File: config.mk
export PLATFORM = sky130hd
export DESIGN_NAME = decimal_text_to_fixed_point_core_flat
export DESIGN_NICKNAME = d
export VERILOG_FILES = /design/src/sv/dttfp_pkg.sv /design/src/sv/dttfp_in_if.sv /design/src/sv/dttfp_out_if.sv /design/src/sv/dttfp_div10.sv /design/src/sv/decimal_text_to_fixed_point_core.sv /design/src/flat_wrapper.sv
export VERILOG_INCLUDE_DIRS = /design/src /design/src/sv
export SDC_FILE = /design/constraint.sdc
export NUM_CORES = 1
export LEC_CHECK = 0
export ABC_AREA = 1
export CAP_MARGIN = 10
export CORE_ASPECT_RATIO = 0.6
export CORE_MARGIN = 2
export CORE_UTILIZATION = 60
export DETAILED_ROUTE_END_ITERATION = 16
export DONT_BUFFER_PORTS = 1
export GPL_TIMING_DRIVEN = 0
export PLACE_DENSITY = 0.77
export SYNTH_ARGS = -nofsm -noshare
export SYNTH_HDL_FRONTEND = slang
export SYNTH_SLANG_ARGS = --single-unit
File: constraint.sdc
create_clock -name clk_i -period 7.2 [get_ports clk_i]
set_input_delay 0.36 -clock clk_i [delete_from_list [all_inputs] [get_ports clk_i]]
set_output_delay 0.36 -clock clk_i [all_outputs]
set_load 0.01 [all_outputs]
File: src/sv/decimal_text_to_fixed_point_core_macros.svh
// Assertion macros for the decimal text to fixed point core.
// Expects clk_i and rst_ni in the scope of use; no other dependencies.
`ifndef DECIMAL_TEXT_TO_FIXED_POINT_CORE_MACROS_SVH
`define DECIMAL_TEXT_TO_FIXED_POINT_CORE_MACROS_SVH

// condition holds on every clock edge out of reset
`define DTTFP_ASSERT(lbl, cond, msg) \
  lbl: assert property (@(posedge clk_i) disable iff (!rst_ni) (cond)) else $error(msg);

// same-cycle implication
`define DTTFP_ASSERT_IMP(lbl, ante, cons, msg) \
  lbl: assert property (@(posedge clk_i) disable iff (!rst_ni) (ante) |-> (cons)) else $error(msg);

// next-cycle implication
`define DTTFP_ASSERT_NEXT(lbl, ante, cons, msg) \
  lbl: assert property (@(posedge clk_i) disable iff (!rst_ni) (ante) |=> (cons)) else $error(msg);

`endif

File: src/sv/dttfp_pkg.sv
// Shared types and constants for the decimal text to fixed point core.
// No dependencies.
package dttfp_pkg;

  localparam int unsigned CHAR_W  = 8;
  localparam int unsigned VALUE_W = 64;
  localparam int unsigned RADIX   = 10;

  localparam logic [CHAR_W-1:0] CHAR_ZERO  = 8'h30;
  localparam logic [CHAR_W-1:0] CHAR_NINE  = 8'h39;
  localparam logic [CHAR_W-1:0] CHAR_MINUS = 8'h2d;
  localparam logic [CHAR_W-1:0] CHAR_PLUS  = 8'h2b;
  localparam logic [CHAR_W-1:0] CHAR_DOT   = 8'h2e;
  localparam logic [CHAR_W-1:0] CHAR_F     = 8'h66;
  localparam logic [CHAR_W-1:0] CHAR_E     = 8'h65;

  // saturation magnitudes; MAG_NEG is also the bit pattern of the most negative value
  localparam logic [VALUE_W-1:0] MAG_POS   = 64'h7fff_ffff_ffff_ffff;
  localparam logic [VALUE_W-1:0] MAG_NEG   = 64'h8000_0000_0000_0000;
  localparam logic [VALUE_W-1:0] LIM_DIV10 = 64'd922337203685477580;

  // divide-by-ten unit: bits retired per cycle
  localparam int unsigned DIV_STEP_BITS = 8;
  localparam int unsigned DIV_STEPS     = VALUE_W / DIV_STEP_BITS;

  typedef struct packed {
    logic busy;
    logic done;
  } div_stat_t;

  function automatic logic [VALUE_W-1:0] pow10(input logic [3:0] k);
    logic [VALUE_W-1:0] p;
    case (k)
      4'd0:    p = 64'd1;
      4'd1:    p = 64'd10;
      4'd2:    p = 64'd100;
      4'd3:    p = 64'd1000;
      4'd4:    p = 64'd10000;
      4'd5:    p = 64'd100000;
      4'd6:    p = 64'd1000000;
      4'd7:    p = 64'd10000000;
      4'd8:    p = 64'd100000000;
      4'd9:    p = 64'd1000000000;
      4'd10:   p = 64'd10000000000;
      4'd11:   p = 64'd100000000000;
      4'd12:   p = 64'd1000000000000;
      4'd13:   p = 64'd10000000000000;
      4'd14:   p = 64'd100000000000000;
      default: p = 64'd1000000000000000;
    endcase
    return p;
  endfunction

endpackage

File: src/sv/dttfp_in_if.sv
// Input channel: one text character word per handshake.
// Depends on dttfp_pkg.
interface dttfp_in_if import dttfp_pkg::*; ();
  logic              valid;
  logic              ready;
  logic [CHAR_W-1:0] character;
  logic              end_of_text;

  modport source (output valid, output character, output end_of_text, input ready);
  modport sink   (input valid, input character, input end_of_text, output ready);
endinterface

File: src/sv/dttfp_out_if.sv
// Output channel: one fixed point result word per handshake.
// Depends on dttfp_pkg.
interface dttfp_out_if import dttfp_pkg::*; ();
  logic                      valid;
  logic                      ready;
  logic signed [VALUE_W-1:0] value;
  logic                      terminator_consumed;
  logic                      overflow;

  modport source (output valid, output value, output terminator_consumed, output overflow,
                  input ready);
  modport sink   (input valid, input value, input terminator_consumed, input overflow,
                  output ready);
endinterface

File: src/sv/dttfp_div10.sv
// Iterative unsigned divide by ten, DIV_STEP_BITS quotient bits per cycle.
// Depends on dttfp_pkg.
module dttfp_div10 import dttfp_pkg::*; (
  input  logic               clk_i,
  input  logic               rst_ni,
  input  logic               start_i,
  input  logic [VALUE_W-1:0] dividend_i,
  output logic [VALUE_W-1:0] quotient_o,
  output div_stat_t          stat_o
);

  localparam int unsigned CNT_W = $clog2(DIV_STEPS);

  logic [VALUE_W-1:0]       num_q, num_d;
  logic [3:0]               rem_q, rem_v;
  logic [4:0]               r5;
  logic [DIV_STEP_BITS-1:0] qbyte;
  logic [CNT_W-1:0]         cnt_q;
  logic                     busy_q, done_q;

  // long division, MSB first; dividend bits shift out, quotient bits shift in
  always_comb begin
    rem_v = rem_q;
    qbyte = '0;
    r5    = '0;
    for (int i = 0; i < DIV_STEP_BITS; i++) begin
      r5 = {rem_v, num_q[VALUE_W-1-i]};
      if (r5 >= 5'(RADIX)) begin
        rem_v = 4'(r5 - 5'(RADIX));
        qbyte[DIV_STEP_BITS-1-i] = 1'b1;
      end else begin
        rem_v = r5[3:0];
      end
    end
    num_d = {num_q[VALUE_W-DIV_STEP_BITS-1:0], qbyte};
  end

  always_ff @(posedge clk_i or negedge rst_ni) begin
    if (!rst_ni) begin
      num_q  <= '0;
      rem_q  <= '0;
      cnt_q  <= '0;
      busy_q <= 1'b0;
      done_q <= 1'b0;
    end else if (start_i) begin
      num_q  <= dividend_i;
      rem_q  <= '0;
      cnt_q  <= '0;
      busy_q <= 1'b1;
      done_q <= 1'b0;
    end else if (busy_q) begin
      num_q <= num_d;
      rem_q <= rem_v;
      cnt_q <= cnt_q + 1'b1;
      if (cnt_q == CNT_W'(DIV_STEPS - 1)) begin
        busy_q <= 1'b0;
        done_q <= 1'b1;
      end
    end else begin
      done_q <= 1'b0;
    end
  end

  assign quotient_o  = num_q;
  assign stat_o.busy = busy_q;
  assign stat_o.done = done_q;

endmodule

File: src/sv/decimal_text_to_fixed_point_core.sv
// Decimal text to signed fixed point converter, one character word per handshake.
// A non-ending character is absorbed while idle; an ending word runs the fraction restoring divider,
// sum and range check, then the exponent loop (divide-by-ten unit for each negative exponent step).
// Input stalls until the result loads into the output register; throughput is bounded by both loops.
// Reset: rst_ni asynchronous active low, clears parse state and output valid; no clearing pass.
// Depends on dttfp_pkg, dttfp_in_if, dttfp_out_if, dttfp_div10 and the macros header.
`include "decimal_text_to_fixed_point_core_macros.svh"

module decimal_text_to_fixed_point_core import dttfp_pkg::*; #(
  parameter int unsigned FRACTION_BITS       = 32,
  parameter int unsigned MAX_FRACTION_DIGITS = 9,
  parameter int unsigned MAX_EXPONENT        = 99
) (
  input  logic        clk_i,
  input  logic        rst_ni,
  dttfp_in_if.sink    in_i,
  dttfp_out_if.source out_o
);

  localparam logic [VALUE_W-1:0] POW_MAX = pow10(4'(MAX_FRACTION_DIGITS));
  localparam int unsigned FAW = $clog2(POW_MAX);
  localparam int unsigned PW  = $clog2(POW_MAX + 64'd1);
  localparam int unsigned CW  = $clog2(MAX_FRACTION_DIGITS + 1);
  localparam int unsigned EW  = $clog2(MAX_EXPONENT + 1);
  localparam int unsigned IW  = $clog2(FRACTION_BITS);
  localparam logic [VALUE_W-1:0] INT_LIM_POS = MAG_POS >> FRACTION_BITS;
  localparam logic [VALUE_W-1:0] INT_LIM_NEG = MAG_NEG >> FRACTION_BITS;

  typedef enum logic [2:0] {PH_INT, PH_FRAC, PH_ESIGN, PH_EDIG} phase_e;
  typedef enum logic [2:0] {S_IDLE, S_FRAC, S_SUM, S_CHK, S_EXP, S_DIV, S_DONE} state_e;

  state_e                   state_q, state_d;
  phase_e                   phase_q, phase_d;
  logic                     neg_q, neg_d;
  logic [31:0]              int_acc_q, int_acc_d;
  logic [FAW-1:0]           frac_acc_q, frac_acc_d;
  logic [CW-1:0]            frac_cnt_q, frac_cnt_d;
  logic [EW-1:0]            exp_acc_q, exp_acc_d;
  logic                     exp_neg_q, exp_neg_d;
  logic                     ovf_seen_q, ovf_seen_d;
  logic [PW-1:0]            rem_q, rem_d;
  logic [PW-1:0]            pow_q, pow_d;
  logic [FRACTION_BITS-1:0] bits_q, bits_d;
  logic [IW-1:0]            iter_q, iter_d;
  logic [VALUE_W-1:0]       q_q, q_d;
  logic                     ovf_q, ovf_d;
  logic                     con_q, con_d;
  logic                     out_valid_q, out_valid_d;
  logic [VALUE_W-1:0]       out_value_q, out_value_d;
  logic                     out_con_q, out_con_d;
  logic                     out_ovf_q, out_ovf_d;

  logic                     in_acc, is_digit, term, term_con, out_load;
  logic [CHAR_W-1:0]        char_off;
  logic [3:0]               dig_val;
  logic [35:0]              int_next;
  logic [FAW+3:0]           frac_next;
  logic [EW+3:0]            exp_next;
  logic [EW-1:0]            exp_sat;
  logic [PW:0]              rem_shift;
  logic                     rem_ge;
  logic [VALUE_W-1:0]       mag_lim, int_lim, q_times10;
  logic                     div_start;
  logic [VALUE_W-1:0]       div_quo;
  div_stat_t                div_stat;

  dttfp_div10 u_div10 (
    .clk_i      (clk_i),
    .rst_ni     (rst_ni),
    .start_i    (div_start),
    .dividend_i (q_q),
    .quotient_o (div_quo),
    .stat_o     (div_stat)
  );

  assign in_i.ready = (state_q == S_IDLE);
  assign in_acc     = in_i.valid && in_i.ready;

  assign is_digit  = in_i.character inside {[CHAR_ZERO:CHAR_NINE]};
  assign char_off  = in_i.character - CHAR_ZERO;
  assign dig_val   = char_off[3:0];
  assign int_next  = ({4'b0, int_acc_q} << 3) + ({4'b0, int_acc_q} << 1) + 36'(dig_val);
  assign frac_next = ({4'b0, frac_acc_q} << 3) + ({4'b0, frac_acc_q} << 1)
                   + (FAW+4)'(dig_val);
  assign exp_next  = ({4'b0, exp_acc_q} << 3) + ({4'b0, exp_acc_q} << 1) + (EW+4)'(dig_val);
  assign exp_sat   = (exp_next > (EW+4)'(MAX_EXPONENT)) ? EW'(MAX_EXPONENT)
                                                        : exp_next[EW-1:0];

  assign rem_shift = {rem_q, 1'b0};
  assign rem_ge    = rem_shift >= {1'b0, pow_q};
  assign mag_lim   = neg_q ? MAG_NEG : MAG_POS;
  assign int_lim   = neg_q ? INT_LIM_NEG : INT_LIM_POS;
  assign q_times10 = (q_q << 3) + (q_q << 1);
  assign out_load  = (state_q == S_DONE) && (!out_valid_q || out_o.ready);

  always_comb begin
    state_d     = state_q;
    phase_d     = phase_q;
    neg_d       = neg_q;
    int_acc_d   = int_acc_q;
    frac_acc_d  = frac_acc_q;
    frac_cnt_d  = frac_cnt_q;
    exp_acc_d   = exp_acc_q;
    exp_neg_d   = exp_neg_q;
    ovf_seen_d  = ovf_seen_q;
    rem_d       = rem_q;
    pow_d       = pow_q;
    bits_d      = bits_q;
    iter_d      = iter_q;
    q_d         = q_q;
    ovf_d       = ovf_q;
    con_d       = con_q;
    out_valid_d = out_valid_q && !out_o.ready;
    out_value_d = out_value_q;
    out_con_d   = out_con_q;
    out_ovf_d   = out_ovf_q;
    div_start   = 1'b0;
    term        = 1'b0;
    term_con    = 1'b0;

    case (state_q)
      S_IDLE: begin
        if (in_acc) begin
          if (in_i.end_of_text) begin
            term = 1'b1;
          end else begin
            case (phase_q)
              PH_FRAC: begin
                if (is_digit) begin
                  if (frac_cnt_q < CW'(MAX_FRACTION_DIGITS)) begin
                    frac_acc_d = frac_next[FAW-1:0];
                    frac_cnt_d = frac_cnt_q + 1'b1;
                  end
                end else if (in_i.character == CHAR_E) begin
                  phase_d = PH_ESIGN;
                end else begin
                  term     = 1'b1;
                  term_con = (in_i.character == CHAR_F);
                end
              end
              PH_ESIGN: begin
                if (in_i.character == CHAR_MINUS) begin
                  exp_neg_d = 1'b1;
                  phase_d   = PH_EDIG;
                end else if (in_i.character == CHAR_PLUS) begin
                  phase_d = PH_EDIG;
                end else if (is_digit) begin
                  exp_acc_d = exp_sat;
                  phase_d   = PH_EDIG;
                end else begin
                  term     = 1'b1;
                  term_con = 1'b1;
                end
              end
              PH_EDIG: begin
                if (is_digit) begin
                  exp_acc_d = exp_sat;
                end else begin
                  term     = 1'b1;
                  term_con = 1'b1;
                end
              end
              default: begin
                if (is_digit) begin
                  if (int_next[35:32] != 4'd0) begin
                    int_acc_d  = 32'hffff_ffff;
                    ovf_seen_d = 1'b1;
                  end else begin
                    int_acc_d = int_next[31:0];
                  end
                end else if (in_i.character == CHAR_MINUS) begin
                  neg_d = 1'b1;
                end else if (in_i.character == CHAR_DOT) begin
                  phase_d = PH_FRAC;
                end else if (in_i.character == CHAR_E) begin
                  phase_d = PH_ESIGN;
                end else begin
                  term     = 1'b1;
                  term_con = (in_i.character == CHAR_F);
                end
              end
            endcase
          end
          if (term) begin
            con_d   = term_con;
            rem_d   = PW'(frac_acc_q);
            pow_d   = PW'(pow10(4'(frac_cnt_q)));
            bits_d  = '0;
            iter_d  = '0;
            state_d = S_FRAC;
          end
        end
      end
      S_FRAC: begin
        bits_d = {bits_q[FRACTION_BITS-2:0], rem_ge};
        rem_d  = rem_ge ? PW'(rem_shift - {1'b0, pow_q}) : rem_shift[PW-1:0];
        iter_d = iter_q + 1'b1;
        if (iter_q == IW'(FRACTION_BITS - 1)) begin
          state_d = S_SUM;
        end
      end
      S_SUM: begin
        ovf_d   = ovf_seen_q || (VALUE_W'(int_acc_q) > int_lim);
        q_d     = (VALUE_W'(int_acc_q) << FRACTION_BITS) + VALUE_W'(bits_q);
        state_d = S_CHK;
      end
      S_CHK: begin
        if (q_q > mag_lim) begin
          ovf_d = 1'b1;
        end
        state_d = S_EXP;
      end
      S_EXP: begin
        if (ovf_q || exp_acc_q == '0) begin
          state_d = S_DONE;
        end else if (exp_neg_q) begin
          div_start = 1'b1;
          state_d   = S_DIV;
        end else if (q_q > LIM_DIV10) begin
          ovf_d   = 1'b1;
          state_d = S_DONE;
        end else begin
          q_d       = q_times10;
          exp_acc_d = exp_acc_q - 1'b1;
        end
      end
      S_DIV: begin
        if (div_stat.done) begin
          q_d       = div_quo;
          exp_acc_d = exp_acc_q - 1'b1;
          state_d   = S_EXP;
        end
      end
      S_DONE: begin
        if (out_load) begin
          out_valid_d = 1'b1;
          out_con_d   = con_q;
          out_ovf_d   = ovf_q;
          if (ovf_q) begin
            out_value_d = mag_lim;
          end else begin
            out_value_d = neg_q ? (VALUE_W'(0) - q_q) : q_q;
          end
          phase_d    = PH_INT;
          neg_d      = 1'b0;
          int_acc_d  = '0;
          frac_acc_d = '0;
          frac_cnt_d = '0;
          exp_acc_d  = '0;
          exp_neg_d  = 1'b0;
          ovf_seen_d = 1'b0;
          ovf_d      = 1'b0;
          state_d    = S_IDLE;
        end
      end
      default: begin
        state_d = S_IDLE;
      end
    endcase
  end

  always_ff @(posedge clk_i or negedge rst_ni) begin
    if (!rst_ni) begin
      state_q     <= S_IDLE;
      phase_q     <= PH_INT;
      neg_q       <= 1'b0;
      int_acc_q   <= '0;
      frac_acc_q  <= '0;
      frac_cnt_q  <= '0;
      exp_acc_q   <= '0;
      exp_neg_q   <= 1'b0;
      ovf_seen_q  <= 1'b0;
      rem_q       <= '0;
      pow_q       <= '0;
      bits_q      <= '0;
      iter_q      <= '0;
      q_q         <= '0;
      ovf_q       <= 1'b0;
      con_q       <= 1'b0;
      out_valid_q <= 1'b0;
      out_value_q <= '0;
      out_con_q   <= 1'b0;
      out_ovf_q   <= 1'b0;
    end else begin
      state_q     <= state_d;
      phase_q     <= phase_d;
      neg_q       <= neg_d;
      int_acc_q   <= int_acc_d;
      frac_acc_q  <= frac_acc_d;
      frac_cnt_q  <= frac_cnt_d;
      exp_acc_q   <= exp_acc_d;
      exp_neg_q   <= exp_neg_d;
      ovf_seen_q  <= ovf_seen_d;
      rem_q       <= rem_d;
      pow_q       <= pow_d;
      bits_q      <= bits_d;
      iter_q      <= iter_d;
      q_q         <= q_d;
      ovf_q       <= ovf_d;
      con_q       <= con_d;
      out_valid_q <= out_valid_d;
      out_value_q <= out_value_d;
      out_con_q   <= out_con_d;
      out_ovf_q   <= out_ovf_d;
    end
  end

  assign out_o.valid               = out_valid_q;
  assign out_o.value               = out_value_q;
  assign out_o.terminator_consumed = out_con_q;
  assign out_o.overflow            = out_ovf_q;

  `DTTFP_ASSERT_IMP(a_ovf_saturates, out_o.valid && out_o.overflow, (out_o.value == MAG_POS || out_o.value == MAG_NEG), "overflow word without saturated value")
  `DTTFP_ASSERT(a_frac_cnt_max, frac_cnt_q <= CW'(MAX_FRACTION_DIGITS), "fraction digit count past limit")
  `DTTFP_ASSERT(a_exp_max, exp_acc_q <= EW'(MAX_EXPONENT), "exponent past limit")
  `DTTFP_ASSERT_NEXT(a_clear_after_load, out_load, (phase_q == PH_INT && int_acc_q == '0 && frac_cnt_q == '0 && !ovf_seen_q && !neg_q), "parse state not cleared after result")
  `DTTFP_ASSERT_IMP(a_div_in_state, div_stat.busy || div_stat.done, state_q == S_DIV, "divider active outside divide state")

endmodule

File: src/flat_wrapper.sv
// flat-port wrapper written by rule: the top's interface ports become plain ports
module decimal_text_to_fixed_point_core_flat import dttfp_pkg::*;
#(
  parameter int unsigned FRACTION_BITS       = 32,
  parameter int unsigned MAX_FRACTION_DIGITS = 9,
  parameter int unsigned MAX_EXPONENT        = 99
)
  (clk_i, rst_ni, in_i_valid, in_i_character, in_i_end_of_text, in_i_ready, out_o_valid, out_o_value, out_o_terminator_consumed, out_o_overflow, out_o_ready);
  dttfp_in_if in_i_i ();
  dttfp_out_if out_o_i ();
  input  logic clk_i;
  input  logic rst_ni;
  input wire logic [$bits(in_i_i.valid)-1:0] in_i_valid;
  input wire logic [$bits(in_i_i.character)-1:0] in_i_character;
  input wire logic [$bits(in_i_i.end_of_text)-1:0] in_i_end_of_text;
  output wire logic [$bits(in_i_i.ready)-1:0] in_i_ready;
  output wire logic [$bits(out_o_i.valid)-1:0] out_o_valid;
  output wire logic [$bits(out_o_i.value)-1:0] out_o_value;
  output wire logic [$bits(out_o_i.terminator_consumed)-1:0] out_o_terminator_consumed;
  output wire logic [$bits(out_o_i.overflow)-1:0] out_o_overflow;
  input wire logic [$bits(out_o_i.ready)-1:0] out_o_ready;
  assign in_i_i.valid = in_i_valid;
  assign in_i_i.character = in_i_character;
  assign in_i_i.end_of_text = in_i_end_of_text;
  assign in_i_ready = in_i_i.ready;
  assign out_o_valid = out_o_i.valid;
  assign out_o_value = out_o_i.value;
  assign out_o_terminator_consumed = out_o_i.terminator_consumed;
  assign out_o_overflow = out_o_i.overflow;
  assign out_o_i.ready = out_o_ready;
  decimal_text_to_fixed_point_core #(.FRACTION_BITS(FRACTION_BITS), .MAX_FRACTION_DIGITS(MAX_FRACTION_DIGITS), .MAX_EXPONENT(MAX_EXPONENT)) u_core (.clk_i(clk_i), .rst_ni(rst_ni), .in_i(in_i_i), .out_o(out_o_i));
endmodule
Word-level counts from Yosys, hierarchy flattened --
Memories as Yosys holds them, arrays and structs flattened. A register that Yosys moved wholly into a read port is not among the register bits. Cells that the tools add are included.
Cells by class: $lt $le $gt $ge 16, add/subtract/negate cells 23, reduce and logical (&&, ||, !) cells 33, multiplexer cells 148, eq/ne operators 45
Operator list (count):
- 64-bit 2-to-1 mux | 9
- 32-bit 2-to-1 mux | 9
- 30-bit 2-to-1 mux | 9
- 64-bit case mux with 3 select lines | 1
- 32-bit case mux with 2 select lines | 2
- 30-bit case mux with 2 select lines | 2
- 7-bit 2-to-1 mux | 11
- 64-bit by 32-bit adder with 64-bit output | 1
- 64-bit adder | 1
- 32-bit by 64-bit > comparator with 1-bit output | 1
- 64-bit by 60-bit > comparator with 1-bit output (second input constant) | 1
- 64-bit > comparator | 1
- 4-bit 2-to-1 mux | 16
- 1-bit by 64-bit subtractor with 64-bit output (first input constant) | 1
- 3-bit 2-to-1 mux | 20
- 1-bit 2-to-1 mux | 54
- 5-bit by 4-bit greater-or-equal comparator with 1-bit output (second input constant) | 8
- 35-bit by 33-bit adder with 36-bit output | 1
- 36-bit by 4-bit adder with 36-bit output | 1
- 2-bit inequality test (second input constant) | 16
- 4-bit subtractor (second input constant) | 8
- 31-bit by 30-bit greater-or-equal comparator with 1-bit output | 1
- 30-bit adder | 1
- 30-bit by 4-bit adder with 30-bit output | 1
- other kinds (51) | 89
Storage, ports and cells: word-level logic and storage cells 290, output and inout bits 68, memory bits (read-only) 784, memories kept 1, bits of input ports 13, register bits 355
Memory list:
- (no name shown) | words 16, bits a word 49, rd ports 1, clocked after memory_dff 1, write ports 0, line dttfp_pkg.sv:33 | case (k)

Depth between registers and ports, before layout --
Gate-level depths: netlist of the first run.
depth in word-level cells 18, depth in mapped cells 63, depth with buffers taken out 63

Hierarchy --
From an unflattened synthesis of the first run, not the netlist that was laid out.
Second synthesis, totals: cells, all modules 5439, area, all modules 35388.9 sq um
Modules (own cells, without submodules):
- decimal_text_to_fixed_point_core | instances 1, cells each 4958, area each 31323.8 sq um, seq. area each 7807.5 sq um
- dttfp_div10 | instances 1, cells each 481, area each 4065.1 sq um, seq. area each 1826.8 sq um

Worst setup path after synthesis of the first run --
OpenSTA, ideal clock, no wires.
path type flip-flop to flip-flop, start register u_core.u_div10.rem_q[0], end register u_core.u_div10.rem_q[1], cell stages (with the launch flop) 60, library setup time 117 ps, data required time 7083 ps, arrival time 5614 ps, clock period less this slack 5732 ps, path slack 1468 ps, buffers on the path 0, cell sequence dfrtp_1 > inv_1 > ha_1 > inv_1 > a21oi_2 > nand2_2 > nand2_2 > nand2_4 > ha_1 > inv_1 > nand3_2 > nand2_2 > clkinv_4 > nand3_2 > nand2_4 > ha_1 > inv_1 > nand3_2 > [... 24 more ...] > nand3_1 > and2_4 > ha_1 > inv_1 > nand3_2 > nand2_2 > nor2_2 > nor2_1 > nor2_4 > ha_1 > inv_1 > nand3_1 > nand2_1 > clkinv_1 > nand2_2 > nand2_1 > nand3_1 > nand2_1
Between the ends: cells in the longest elaborated chain, start to end 18, elaborated cells on any way between the ends 26, classes of those cells 8 x add/sub; 8 x order compare; 10 x mux
RTL lines:
- from (decl) | line dttfp_div10.sv:15 | logic [3:0] rem_q, rem_v;
- from (signal assigned) | line dttfp_div10.sv:53 | rem_q <= rem_v;
- 4-bit subtractor or 5-bit by 4-bit greater-or-equal comparator with 1-bit output (tied branches) | line dttfp_div10.sv:29, dttfp_div10.sv:28
- 4-bit 2-to-1 mux * | line dttfp_div10.sv:28 | if (r5 >= 5'(RADIX)) begin
- 4-bit subtractor or 5-bit by 4-bit greater-or-equal comparator with 1-bit output (tied branches) | line dttfp_div10.sv:29, dttfp_div10.sv:28
- 4-bit 2-to-1 mux * | line dttfp_div10.sv:28
- 4-bit subtractor or 5-bit by 4-bit greater-or-equal comparator with 1-bit output (tied branches) | line dttfp_div10.sv:29, dttfp_div10.sv:28
- 4-bit 2-to-1 mux * | line dttfp_div10.sv:28
- 5-bit by 4-bit greater-or-equal comparator with 1-bit output or 4-bit subtractor (tied branches) | line dttfp_div10.sv:28, dttfp_div10.sv:29
- 4-bit 2-to-1 mux * | line dttfp_div10.sv:28
- [... 2 more ...]
- 4-bit subtractor or 5-bit by 4-bit greater-or-equal comparator with 1-bit output (tied branches) | line dttfp_div10.sv:29, dttfp_div10.sv:28
- 4-bit 2-to-1 mux * | line dttfp_div10.sv:28
- 5-bit by 4-bit greater-or-equal comparator with 1-bit output or 4-bit subtractor (tied branches) | line dttfp_div10.sv:28, dttfp_div10.sv:29
- 4-bit 2-to-1 mux * | line dttfp_div10.sv:28
- 4-bit subtractor or 5-bit by 4-bit greater-or-equal comparator with 1-bit output (tied branches) | line dttfp_div10.sv:29, dttfp_div10.sv:28
- 4-bit 2-to-1 mux * | line dttfp_div10.sv:28
- 4-bit 2-to-1 mux * | line dttfp_div10.sv:51 | end else if (busy_q) begin
- 4-bit 2-to-1 mux * | line dttfp_div10.sv:45 | end else if (start_i) begin
Every way passes the cells marked *; elsewhere a longest branch is shown, timed or not. The select of a mux whose other input is x is not followed. A chain may end at the register's enable or synchronous reset.

Worst setup path after layout of the first run --
Same ends and word-level chain as after synthesis.

==> flow_summary.rst, run 1 <==
.. list-table::
   :header-rows: 1

   * - Metric
     - Value
   * - Outcome
     - complete, but fails checks
   * - Violated checks
     - hold timing, slew limit
   * - Number of synthesized flops with an enable pin
     - 0
   * - Final estimated routing congestion in global placement
     - 1.02
   * - Final Slew Violations
     - 163
   * - Shortest period the worst path allows
     - 6.62 ns
   * - Vias after detailed routing
     - 29,700
   * - Actual transition at the worst max-transition pin
     - 1.82 ns
   * - Fillcell total
     - 4,461
   * - Maximum buffer depth of the clock tree
     - 3
   * - Share of post-route cells with drive strength above 1
     - 4.58%
   * - Number of vias per cell
     - 6.30
   * - Post-route design area
     - 32,100 um^2
   * - Clock sinks
     - 385
   * - Nature of the critical path endpoint
     - flop
   * - Pre-CTS setup slack
     - 0.659 ns
   * - Fmax
     - 0.151 GHz
   * - Number of warnings printed during yosys synthesis
     - 0
   * - Number of global-route vias before repair
     - 26,500
   * - Dominant cells by area after synthesis
     - sky130_fd_sc_hd__dfrtp_1, sky130_fd_sc_hd__ha_1, sky130_fd_sc_hd__nand2_1
   * - Area added between synthesis and finish
     - 6.87%
   * - CTS tree
     - yes
   * - Detailed-route wire length
     - 104,000 um
   * - Headroom to the max-slew limit
     - -21.2%
   * - Core Footprint
     - 49,400 um^2
   * - Maximum number of pins on one net before global-route repair
     - 386
   * - Hpwl dp
     - just over 80,000 um
   * - Clock-pin transition on the worst setup and hold timing paths
     - around 0.070 ns
   * - Fraction of the yosys area taken by sequential cells
     - between 30% and 40%
   * - Total of flip-flops plus latches after synthesis
     - ~390
   * - Number of rows created at floorplan
     - 63
   * - Proportion of netlist area held by the largest area contributor
     - 32.0%
   * - Reg-to-reg setup timing slack
     - 0.58 ns
   * - Unique masters post-synth
     - 63
   * - Buffer count from post-CTS setup fixing
     - 0
   * - Critical path class
     - reg -> reg
   * - Number of buffers added to fix hold violations after cts
     - 2
   * - Synth Net Count
     - 4,354
   * - Proportion of register bits with asynchronous set or reset after synthesis
     - 100%
   * - Path category of the worst min-delay check
     - in -> async
   * - Most frequent CP cell
     - sky130_fd_sc_hd__nand2_2
   * - Number of buffers created by CTS
     - 38
   * - Starting density of the core
     - 60.8%
   * - Leading area contributor after synthesis
     - sky130_fd_sc_hd__dfrtp_1
   * - Fin Hold WS
     - -0.518 ns
   * - Count of pins on the block boundary
     - 81
   * - Area of the multi-input gates
     - 18,100 um^2
   * - Finish-stage setup viols
     - 0
   * - DIE HEIGHT
     - 177 um
   * - Combined flip-flop and latch cell area
     - 9640 um^2
   * - Source-to-sink clock delay at the later pin of the worst-skew pair
     - 0.57 ns
   * - CP required
     - 7.66 ns
   * - Layout net count
     - 4,397
   * - Skew final
     - 0.0232 ns
   * - H-tree depth
     - 2
   * - Most frequent standard cell in the layout excluding fill and tap cells
     - sky130_fd_sc_hd__nand2_1
   * - Number of remaining DRC errors
     - 0
   * - Chip Width
     - 293 um
   * - Area after DPL
     - slightly above 30,000 um^2
   * - Worst setup SP type
     - flop
   * - Initial antenna violation count
     - 3
   * - Final period utilization
     - 91.9%
   * - Number of instances in the synthesized netlist
     - 3,995
   * - Cell Area, Synth
     - 30,100 um^2
   * - Detailed Route Iter0 Violations
     - 4,100
   * - Max-cap viol count
     - 0
   * - Average footprint of a synthesized cell
     - 7.53 um^2
   * - Critical Path Max Stage Delay
     - 0.42 ns
   * - Global-route wire length before repair
     - 158,000 um
   * - Number of antenna diodes
     - 0
   * - Total count of hold-check failures in the final report
     - 385
   * - Post-route antenna net violation count
     - 0
   * - Routed length per instance
     - 22.0 um
   * - Drt first pass iters
     - 7
   * - Root buffer selected by CTS
     - sky130_fd_sc_hd__clkbuf_16
   * - Total Routing Usage GR
     - 39.6%
   * - Leading cell types in the layout, fill and taps excluded
     - sky130_fd_sc_hd__nand2_1, sky130_fd_sc_hd__inv_1, sky130_fd_sc_hd__a21oi_1
   * - Number of I/O port buffers
     - 0
   * - Max stage delay cell, worst path
     - sky130_fd_sc_hd__dfrtp_1
   * - CP Data Arrival Time
     - between 7 and 8 ns
   * - Total die area
     - 52,000 um^2
   * - Leading register cell type out of synthesis
     - sky130_fd_sc_hd__dfrtp_1
   * - Final core utilization
     - 65.0%
   * - Global route overflow
     - 0
   * - CP max FO
     - 4
   * - Post-route worst setup slack
     - roughly 0.6 ns
## area by class of cell
type | instances | area share, %
timing repair buffer | 3 | 0.148
sequential | 385 | 30.0
clock buffer | 52 | 3.31
buffer | 134 | 1.58
tap | 650 | 2.53
multi-input combinational | 2998 | 56.4
clock inverter | 13 | 0.397
inverter | 478 | 5.61
## worst max-delay path: cells and delay by family, from the launching register on
| kind | cells | cell delay, ns |
|---|---|---|
| AO/OA/AOI/OAI | 1 | 0.17 |
| buffers and inverters | 16 | 1.24 |
| adder cells (fa/ha/maj) | 8 | 1.45 |
| flip-flops | 1 | 0.42 |
| AND/OR/NAND/NOR | 36 | 3.21 |
## routing by layer
layer	vias to the layer above	track usage (%)	routed length (um)	part of all wire, %
met5	-	0	13	0.013
met4	2	6.13	1460	1.4
met3	127	23.5	19700	19
met2	1765	45.3	34600	33
met1	13800	61.2	48100	46
li1	14000	-	-	-
## per-stage QoR
step | std cells | hold slack [ns] | setup TNS, ns
final | 4713 | -0.518 | 0
after global placement | 4645 | 0.0698 | -0.203
after floorplan | 3995 | 0.0644 | 0
after detailed placement | 4646 | 0.0690 | 0
after global routing | 4713 | -0.523 | -0.00658
after CTS | 4713 | -0.525 | 0
## cells by family after synthesis
group,share of synthesized area [%]
and+or+nand+nor,20.3
DFF,32.0
buffers and inverters,7.68
adders and majority gates,14.6
xor gates and xnor gates,2.85
AOI/OAI and AO/OA,22.5
## sequential cells by signal (all words and copies together) (netlist names), 4 cells and up
name and count:
u_core.pow_q 30, u_core.out_o.value 64, u_core.frac_cnt_q 4, u_core.u_div10.rem_q 4, u_core.q_q 64, u_core.u_div10.quotient_o 64
u_core.bits_q 32, u_core.iter_q 5, u_core.exp_acc_q 7, u_core.int_acc_q 32, u_core.frac_acc_q 30, u_core.rem_q 30
## synthesized netlist by cell type, types with 5 or more instances
cell type / number
sky130_fd_sc_hd__inv_1: 456
sky130_fd_sc_hd__nand2_1: 682
sky130_fd_sc_hd__a21o_1: 7
sky130_fd_sc_hd__o21bai_1: 7
sky130_fd_sc_hd__o22ai_1: 59
sky130_fd_sc_hd__nand2_4: 9
sky130_fd_sc_hd__xnor2_1: 28
sky130_fd_sc_hd__ha_1: 338
sky130_fd_sc_hd__a22oi_1: 36
sky130_fd_sc_hd__o21ai_1: 15
sky130_fd_sc_hd__o211ai_1: 43
sky130_fd_sc_hd__o21ai_0: 333
sky130_fd_sc_hd__a31oi_1: 33
sky130_fd_sc_hd__dfrtp_1: 385
sky130_fd_sc_hd__o2111ai_1: 6
sky130_fd_sc_hd__inv_2: 13
sky130_fd_sc_hd__nand4_1: 39
sky130_fd_sc_hd__or2_2: 45
sky130_fd_sc_hd__a21boi_1: 5
sky130_fd_sc_hd__buf_1: 11
sky130_fd_sc_hd__nand3_1: 162
sky130_fd_sc_hd__nor2_1: 332
sky130_fd_sc_hd__nor3_2: 5
sky130_fd_sc_hd__a21oi_1: 437
sky130_fd_sc_hd__o31ai_1: 26
sky130_fd_sc_hd__o21a_1: 9
sky130_fd_sc_hd__clkinv_1: 6
sky130_fd_sc_hd__fa_1: 8
sky130_fd_sc_hd__nand2_2: 20
sky130_fd_sc_hd__clkbuf_1: 120
sky130_fd_sc_hd__nor4_1: 14
sky130_fd_sc_hd__nor3_1: 57
sky130_fd_sc_hd__a221oi_1: 36
sky130_fd_sc_hd__xor2_1: 70
sky130_fd_sc_hd__a22o_1: 6
sky130_fd_sc_hd__nand3_2: 10
sky130_fd_sc_hd__a211oi_1: 19
sky130_fd_sc_hd__o221ai_1: 58
sky130_fd_sc_hd__nor2_2: 5
## worst paths after layout
path | startpoint | end | depth (start not counted)
worst min-delay path | rst_ni | u_core.int_acc_q[24]$_DFFE_PN0P_ | 0
max in group asynchronous | rst_ni | u_core.out_o.value[50]$_DFFE_PN0P_ | 0
min in group clk_i | in_i_character[0] | u_core.frac_acc_q[0]$_DFFE_PN0P_ | 2
worst max-delay path | u_core.u_div10.rem_q[0]$_DFFE_PN0P_ | u_core.u_div10.rem_q[1]$_DFFE_PN0P_ | 61
worst min register to register | u_core.u_div10.quotient_o[45]$_DFFE_PN0P_ | u_core.u_div10.quotient_o[45]$_DFFE_PN0P_ | 2
worst max register to register | u_core.u_div10.rem_q[0]$_DFFE_PN0P_ | u_core.u_div10.rem_q[1]$_DFFE_PN0P_ | 61
## repair_timing
item | in CTS | in global routing
gates resized for setup | 0 | 3
setup endpoints to repair | 0 | 3
hold endpoints to repair | 387 | 385
Power of run 1 is left out: the tool's default activity adds up to more than one toggle a clock period on the data nets, which glitch-free logic cannot reach.
==> inputs of run 2 (changes only) <==
- CELL_PAD_IN_SITES_DETAIL_PLACEMENT: unset -> 1
- CELL_PAD_IN_SITES_GLOBAL_PLACEMENT: unset -> 1
- CORE_UTILIZATION: 60 -> 49
- PLACE_DENSITY: 0.77 -> 0.83
==> run 2 against run 1 <==
- the flow finishes with violations (hold timing)
- routed wire length increased by 18%
- setup slack got worse by 0.095 ns
- fmax decreased by 1.4%
==> flow_summary.rst, run 2 (synthesis gave the netlist of run 1 again) <==
.. list-table::
   :header-rows: 1

   * - Metric
     - Value
   * - Outcome
     - complete, but fails checks
   * - Violated checks
     - hold timing
   * - Max stage delay cell, worst path
     - sky130_fd_sc_hd__dfrtp_1
   * - Number of buffers created by CTS
     - 41
   * - Actual transition at the worst max-transition pin
     - roughly 1.4 ns
   * - Combined flip-flop and latch cell area
     - slightly below 10,000 um^2
   * - Skew final
     - 0.0265 ns
   * - DIE HEIGHT
     - about 200 um
   * - Number of remaining DRC errors
     - 0
   * - Final Slew Violations
     - 0
   * - Max-cap viol count
     - 0
   * - Final period utilization
     - 93.2%
   * - Chip Width
     - 324 um
   * - Global route overflow
     - 0
   * - Path category of the worst min-delay check
     - in -> async
   * - Total count of hold-check failures in the final report
     - 385
   * - Nature of the critical path endpoint
     - flop
   * - Detailed Route Iter0 Violations
     - 3,073
   * - Starting density of the core
     - approximately half
   * - Worst reg2reg path depth
     - 61
   * - Maximum number of pins on one net before global-route repair
     - 386
   * - Number of I/O port buffers
     - 0
   * - Detailed-route wire length
     - approximately 120,000 um
   * - Core Footprint
     - 60,800 um^2
   * - CP startpoint
     - u_core.u_div10.rem_q[1]$_DFFE_PN0P_
   * - Total Routing Usage GR
     - 38.7%
   * - Root buffer selected by CTS
     - sky130_fd_sc_hd__clkbuf_16
   * - Leading cell types in the layout, fill and taps excluded
     - sky130_fd_sc_hd__nand2_1, sky130_fd_sc_hd__inv_1, sky130_fd_sc_hd__a21oi_1
   * - CP max FO
     - 4
   * - Number of vias per cell
     - roughly 6.2
   * - CP required
     - 7.67 ns
   * - Area of the multi-input gates
     - around 18,000 um^2
   * - Total die area
     - around 63,000 um^2
   * - Initial antenna violation count
     - 3
   * - CP Data Arrival Time
     - 7.18 ns
   * - Total negative slack
     - 0 ns
   * - Most frequent CP cell
     - sky130_fd_sc_hd__nand2_2
   * - Final estimated routing congestion in global placement
     - 0.974
   * - Fmax
     - 0.149 GHz
   * - Critical Path Max Stage Delay
     - 0.43 ns
   * - Hpwl dp
     - roughly 96,000 um
   * - Share of post-route cells with drive strength above 1
     - 5.00%
   * - Reg-to-reg setup timing slack
     - 0.49 ns
   * - Number of rows created at floorplan
     - 70
   * - Source-to-sink clock delay at the later pin of the worst-skew pair
     - just over 0.6 ns
   * - Most frequent standard cell in the layout excluding fill and tap cells
     - sky130_fd_sc_hd__nand2_1
   * - Post-route antenna net violation count
     - 0
   * - FF-to-FF Start
     - u_core.u_div10.rem_q[1]$_DFFE_PN0P_
   * - Layout net count
     - between 4,000 and 5,000
   * - Destination of the critical timing path
     - u_core.u_div10.quotient_o[0]$_DFFE_PN0P_
   * - Shortest period the worst path allows
     - 6.71 ns
   * - Maximum buffer depth of the clock tree
     - 3
   * - CTS tree
     - yes
   * - Capturing point of the worst reg2reg path
     - u_core.u_div10.quotient_o[0]$_DFFE_PN0P_
   * - Number of antenna diodes
     - 0
   * - Area added between synthesis and finish
     - 8.70%
   * - Drt first pass iters
     - 5
   * - Critical path class
     - reg -> reg
   * - H-tree depth
     - 2
   * - Count of pins on the block boundary
     - 81
   * - Clock-pin transition on the worst setup and hold timing paths
     - 0.07 ns
   * - Global-route wire length before repair
     - 187,000 um
   * - Worst setup SP type
     - flop
   * - Fillcell total
     - 7,787
   * - Number of global-route vias before repair
     - 30,600
   * - Clock sinks
     - 385
   * - Headroom to the max-slew limit
     - approximately 6.5%
   * - Routed length per instance
     - around 25 um
   * - Finish-stage setup viols
     - 0
   * - Fin Hold WS
     - -0.555 ns
   * - Vias after detailed routing
     - 30,600
   * - Number of buffers added to fix hold violations after cts
     - 2
run 2: cell types whose count changed in the layout (fill, tap and decap cells not counted), moves of 2 or more:
cell and delta:
sky130_fd_sc_hd__buf_4 +4, sky130_fd_sc_hd__clkbuf_16 +3, sky130_fd_sc_hd__clkinv_2 +3, sky130_fd_sc_hd__clkinvlp_4 -3
sky130_fd_sc_hd__clkbuf_8 +2, sky130_fd_sc_hd__bufinv_16 +6, sky130_fd_sc_hd__clkbuf_1 -3, sky130_fd_sc_hd__inv_6 -2
run 2: worst max-delay path: cells and delay by family (launching register included):
family	cells	cell delay, ns
AOI/OAI and AO/OA	2	0.34
adders and majority gates	8	1.48
buffers and inverters	15	1.12
DFF	1	0.43
and+or+nand+nor	36	3.17
run 2: metal layers:
| metal | wire length (um) | vias up | share of wire, % | track usage [%] |
|---|---|---|---|---|
| met4 | 1840 | 2 | 1.5 | 6.88 |
| met2 | 44900 | 1466 | 37 | 48.8 |
| met3 | 18200 | 140 | 15 | 16.6 |
| met5 | 12 | - | 0.0098 | 0 |
| met1 | 57900 | 15100 | 47 | 59.7 |
| li1 | - | 14000 | - | - |
run 2: how the worst min path moves through the flow:
stage                start                                to
floorplan           rst_ni      u_core.bits_q[0]$_DFFE_PN0P_
global placement    rst_ni  u_core.int_acc_q[25]$_DFFE_PN0P_
detailed placement  rst_ni  u_core.int_acc_q[25]$_DFFE_PN0P_
CTS                 rst_ni  u_core.int_acc_q[25]$_DFFE_PN0P_
global route        rst_ni  u_core.int_acc_q[25]$_DFFE_PN0P_
finish              rst_ni  u_core.int_acc_q[23]$_DFFE_PN0P_
run 2: through the flow:
stage	setup slack [ns]	instances	cell area, um^2	util [%]
2_1_floorplan	1.47	3995	30100	-
3_3_place_gp	-0.332	4823	31100	51.2
3_5_place_dp	0.464	4824	31100	51.2
4_1_cts	0.387	4900	32600	53.7
5_1_grt	-0.0285	4904	32700	53.8
6_report	0.488	4904	32700	53.8
run 2: final cells by class:
type | count | area share (%)
buffer | 134 | 1.55
clock buffer | 54 | 3.54
clock inverter | 20 | 0.976
inverter | 478 | 5.51
multi-input combinational | 2998 | 55.5
sequential | 385 | 29.5
tap | 828 | 3.17
timing repair buffer | 7 | 0.237
run 2: what timing repair did:
item	4_1_cts	5_1_grt
hold endpoints to repair	388	385
setup endpoints to repair	0	3
resized for setup	0	7
setup buffers	0	4
Power of run 2 is left out for the same reason.
